**config.mk**
```make
export PLATFORM = sky130hd
export DESIGN_NAME = iau_mul
export DESIGN_NICKNAME = d
export VERILOG_FILES = /design/src/design/iau_pkg.sv /design/src/design/iau_mul.sv
export SDC_FILE = /design/constraint.sdc
export NUM_CORES = 2
export LEC_CHECK = 0
export BUFFER_PORTS_ARGS = -buffer_cell sky130_fd_sc_hd__buf_2
export CAP_MARGIN = 25
export CORE_MARGIN = 2
export CORE_UTILIZATION = 30
export DETAILED_ROUTE_END_ITERATION = 8
export MAX_ROUTING_LAYER = met4
export PLACE_DENSITY_LB_ADDON = 0.25
export REMOVE_ABC_BUFFERS = 1
export SLEW_MARGIN = 20
export SYNTH_ARGS = -nofsm -noshare
export SYNTH_HDL_FRONTEND = slang
export SYNTH_SLANG_ARGS = --single-unit
```
**constraint.sdc**
```tcl
create_clock -name i_clk -period 9.5 [get_ports i_clk]
set_input_delay 1.9 -clock i_clk [delete_from_list [all_inputs] [get_ports i_clk]]
set_output_delay 1.9 -clock i_clk [all_outputs]
set_load 0.05 [all_outputs]
```
**src/design/iau_pkg.sv**
```systemverilog
// Interval ALU package: command codes, bound markers, shared helper functions.
// No dependencies.
`timescale 1ns / 1ps
`default_nettype none
package iau_pkg;
    typedef enum logic [2:0] {
        CMD_JOIN = 3'd0,
        CMD_NEG  = 3'd1,
        CMD_ADD  = 3'd2,
        CMD_SUB  = 3'd3,
        CMD_MUL  = 3'd4,
        CMD_DIV  = 3'd5
    } t_cmd;

    localparam logic signed [31:0] MINF = 32'sh8000_0000;
    localparam logic signed [31:0] PINF = 32'sh7FFF_FFFF;

    function automatic logic signed [31:0] negb(input logic signed [31:0] x);
        logic signed [31:0] r;
        if (x == MINF) r = PINF;
        else if (x == PINF) r = MINF;
        else r = -x;
        return r;
    endfunction

    function automatic logic signed [31:0] sat64(input logic signed [63:0] v);
        logic signed [31:0] r;
        if (v > 64'sh0000_0000_7FFF_FFFF) r = PINF;
        else if (v < -64'sh0000_0000_8000_0000) r = MINF;
        else r = v[31:0];
        return r;
    endfunction

    function automatic logic signed [31:0] smin(input logic signed [31:0] a,
                                               input logic signed [31:0] b);
        return (a < b) ? a : b;
    endfunction

    function automatic logic signed [31:0] smax(input logic signed [31:0] a,
                                               input logic signed [31:0] b);
        return (a > b) ? a : b;
    endfunction
endpackage
`default_nettype wire

```
**src/design/iau_mul.sv**
```systemverilog
// Pipelined signed 32x32 multiplier with saturation to the infinity markers.
// Depends on iau_pkg. Its register depth matches the divider's.
`timescale 1ns / 1ps
`default_nettype none
module iau_mul (
    input  wire               i_clk,
    input  wire               i_en,
    input  wire signed [31:0] i_a,
    input  wire signed [31:0] i_b,
    output logic signed [31:0] o_p
);
    localparam int DLY = 31;
    logic signed [31:0] r_a, r_b;
    logic signed [63:0] r_p;
    logic signed [31:0] r_d [0:DLY];

    always_ff @(posedge i_clk) begin
        if (i_en) begin
            r_a    <= i_a;
            r_b    <= i_b;
            r_p    <= 64'(r_a) * 64'(r_b);
            r_d[0] <= iau_pkg::sat64(r_p);
            for (int k = 1; k <= DLY; k++) r_d[k] <= r_d[k-1];
        end
    end
    assign o_p = r_d[DLY];
endmodule
`default_nettype wire

```
=== Word level (Yosys, flattened, before mapping) ===
Memories as Yosys holds them, arrays and structs flattened.
Cells that the tools add are included.

* Flip-flop bits (word level): 128
* Bits of input ports: 66
* Logic and storage cells: 12
* Bits in writable memories: 1024
* Memories: 1
* Output and inout port bits: 32

{| class="wikitable"
|+ Memory list
! memory !! words !! width !! read ports !! clocked after memory_dff !! write ports !! line !! text
|-
| r_d || 32 || 32 || 32 || 0 || 32 || iau_mul.sv:15 || <nowiki>logic signed [31:0] r_d [0:DLY];</nowiki>
|}

* Multiply operators: 1
* Multiplexer cells: 5
* Magnitude comparators: 2

{| class="wikitable"
|+ Operators with widths
! cell !! number
|-
| 32-bit 2-to-1 mux || 3
|-
| 64-bit by 32-bit greater-than comparator with 1-bit output (second input constant) || 1
|-
| 64-bit by 32-bit < comparator with 1-bit output (second input constant) || 1
|-
| 32-bit by 32-bit multiplier with 64-bit output || 1
|-
| 1-bit 2-to-1 mux || 2
|}

=== Longest topological paths before layout ===
* Depth in word-level cells: 4
* Mapped depth: 31
* Depth with buffers taken out: 29

=== Worst setup path before layout ===
No wires, ideal clock.

* Path type: register to register
* From: register r_b[2]
* To: register r_p[56] (data pin)
* Path slack: 1557 ps
* Setup time: 262 ps
* Data required time: 9238 ps
* Cell stages (with the launch flop): 24
* Data arrival time: 7681 ps
* Cells stage by stage: edfxtp_1 > clkbuf_1 > nand2_1 > inv_1 > fa_1 > fa_1 > fa_1 > fa_1 > fa_1 > fa_1 > fa_1 > fa_1 > ha_1 > a21oi_2 > o21ai_1 > a21o_1 > a2111oi_2 > o32a_2 > o31ai_4 > a31oi_4 > o311ai_4 > a221o_2 > a2111oi_4 > nor3_2

* Cells in the longest elaborated chain, start to end: 1

{| class="wikitable"
|+ Ends and longest elaborated chain
! what !! line !! text
|-
| from (decl) || iau_mul.sv:13 || <nowiki>logic signed [31:0] r_a, r_b;</nowiki>
|-
| from (signal assigned) || iau_mul.sv:20 || <nowiki>r_b <= i_b;</nowiki>
|-
| 32-bit by 32-bit multiplier with 64-bit output || iau_mul.sv:21 || <nowiki>r_p <= 64'(r_a) * 64'(r_b);</nowiki>
|-
| to (signal assigned) || iau_mul.sv:21 ||
|-
| to (decl) || iau_mul.sv:14 || <nowiki>logic signed [63:0] r_p;</nowiki>
|}

No other way between the ends.
A chain may end at the register's enable or synchronous reset.

=== Final worst setup path ===
* From: register r_b[10]
* To: register r_p[63] (data pin)

The elaborated chain is that of the path after synthesis.

==> flow_metrics.py <==
metrics = {
    "clocking": {
        "cts_num_sinks": 1152,
        "path_clk_slew_ps": 60,
        "htree_levels": 4,
        "ctsResizeCount": 0,
        "holdBufCountCts": 0,
        "clock_tree.buffer_depth": 3,
        "cts_made_buffers": 132,
        "insertion_delay_ps": 800,
        "cts_tree": "done",
        "post_cts_buffers": 0,
        "root_buffer": "clkbuf_16",
    },
    "timing": {
        "worst_pin_slew_ps": 1110,
        "setup_viol": 0,
        "fmax_mhz": 110,
        "fin_crit_sh": 0.954,
        "slew_viol_final": 0,
        "rsz0062_at_grt": "no",
        "setup_tns_ps": 0,
        "finClkSkew_ps": 48.7,
        "max-slew-margin-rel": 0.260,
        "min_period_ps": 9060,
        "final_hold_viol_count": 0,
    },
    "synthesis": {
        "ys.flop_type": "edfxtp_1",
        "synth_top_family_by_area": "adder cells",
        "ys_ff_latch": 1152,
        "synth_mux_area_frac": 0,
        "synthXorXnorAreaFrac": 0.00884,
        "synthTopCellsByArea": "edfxtp_1 (49%), fa_1 (30%), inv_1 (5.3%)",
        "syn_area_um2": 71300,
        "yosys.area_share.adder": 0.336,
        "netlist_top_cells_count": "edfxtp_1 (1,152), fa_1 (1,082), inv_1 (1,007), nand2_1 (596), and2_1 (496)",
        "synth_top_area_share": 0.485,
        "synth.avg_cell_area_um2": 13.9,
        "synth_compound_area_frac": 0.0178,
        "yosysMostFrequentCell": "edfxtp_1",
        "yosysUniqueCellTypes": 57,
        "syn_inst": 5140,
        "synth_edf_count": 1152,
        "ys_seq_area_frac": 0.485,
        "async_flop_share": 0,
        "synth_top_cell_by_area": "edfxtp_1",
        "yosysWarnings": 0,
        "yosys.area_share.simple": 0.0850,
    },
    "detailed_routing": {
        "vias": 36600,
        "dr.pass1.iters": 5,
        "drt-initial-drc-count": 2285,
        "drtAntennaViolNets": 0,
        "drc": 0,
        "viasPerCell": 4.29,
        "drt_wl_total_mm": 152,
        "wl_per_cell_um": 17.9,
    },
    "setup_path": {
        "endpoint_kind": "register",
        "critPathMaxStageDelay_ps": 970,
        "cp_data_required_time_ps": 10010,
        "r2r_slack_ps": 440,
        "critical_path_buf_inv_count": 7,
        "cp.arrival_ps": 9580,
        "crit_top_cell": "fa_1",
        "start_kind": "register",
        "crit_type": "register to register",
        "cp_max_fo": 19,
        "crit_family": "adder cells",
        "slowest_stage": "edfxtp_1",
    },
    "hold_path": {
        "hp-class": "register to register",
    },
    "placed_design": {
        "port_buffers": 97,
        "gp_congestion": 0.856,
        "place_inst": 8294,
        "place_hpwl_mm": 115,
        "post_dp_cell_area_um2": 75900,
    },
    "floorplanning": {
        "dieHeight_um": 492,
        "rows": 178,
        "core_um2": 236000,
        "io-pin-count": 98,
        "die_x_um": 492,
        "dieArea_um2": 242000,
        "initial_core_util": 0.302,
    },
    "global_route": {
        "grt_pass1_wl_mm": 243,
        "track_usage": 0.134,
        "grt_max_degree": 199,
        "antenna_found_initial": 28,
        "gr-total-overflow": 0,
        "grt_pass1_vias": 40600,
    },
    "layout": {
        "synthToLayoutAreaGrowth_pct": 12.4,
        "fin_util": 0.340,
        "final_design_area_no_fill_um2": 80100,
        "final_nets": 6614,
        "drive_above_1_share": 0.0815,
        "layout.cells.non_filler": 8540,
    },
    "run_status": {
        "status": "completed",
    },
    "job": {
        "maxCapViolations": 0,
    },
}
placed cells by master, fill, tap and decap left out, drive strengths merged, types with 32 or more instances in the layout:
| cell | instances |
|---|---|
| fa | 1082 |
| buf | 245 |
| a21oi | 66 |
| and2 | 496 |
| ha | 184 |
| clkinv | 58 |
| clkbuf | 161 |
| xnor2 | 51 |
| edfxtp | 1152 |
| nand2 | 597 |
| o21ai | 32 |
| nor2 | 42 |
| inv | 1013 |
routing by layer:
layer | vias to the layer above | global-route usage | part of all wire
met2 | 683 | 0.213 | 0.48
li1 | 16300 | - | -
met4 | 0 | 0.0396 | 0.026
met5 | - | - | 0
met3 | 211 | 0.0228 | 0.046
met1 | 19400 | 0.177 | 0.45
stage by stage:
step | setup slack (ps) | hold slack, ps
final | 436 | 397
after global placement | 508 | 401
after CTS | 472 | 394
after global routing | 65.5 | 402
after detailed placement | 521 | 405
after floorplan | 1390 | 400
worst paths after layout:
kind	to	depth (start not counted)	start
max	r_p[63]$_DFFE_PP_	27	r_b[10]$_DFFE_PP_
min	r_d[0][348]$_DFFE_PP_	0	r_d[0][316]$_DFFE_PP_
max reg2reg	r_p[63]$_DFFE_PP_	27	r_b[10]$_DFFE_PP_
min reg2reg	r_d[0][348]$_DFFE_PP_	0	r_d[0][316]$_DFFE_PP_
sequential cells by signal, summed over array words and instances (netlist names):
| name | cells |
|---|---|
| r_p | 64 |
| r_b | 32 |
| r_d | 1024 |
| r_a | 32 |
layout make-up:
class	instances	area (um^2)
diodes	14	35.0
clock buffers	161	3430
clock inverters	67	666
fillers	23000	156000
inverters	1007	3780
multi-input cells	2744	31900
flip-flops and latches	1152	34600
well taps	3150	3940
repair buffers	245	1740
cell families (layout without fill, tap and decap cells):
family | count (synthesis) | after routing
AND/OR/NAND/NOR | 1223 | 1223
adder cells (fa/ha/maj) | 1266 | 1266
flip-flops | 1152 | 1152
other | 0 | 14
AO/OA/AOI/OAI | 183 | 183
XOR/XNOR | 72 | 72
buffers and inverters | 1244 | 1480
Power is not shown: default switching activity piles up to over one toggle a cycle in this logic, so the estimate is an artifact.
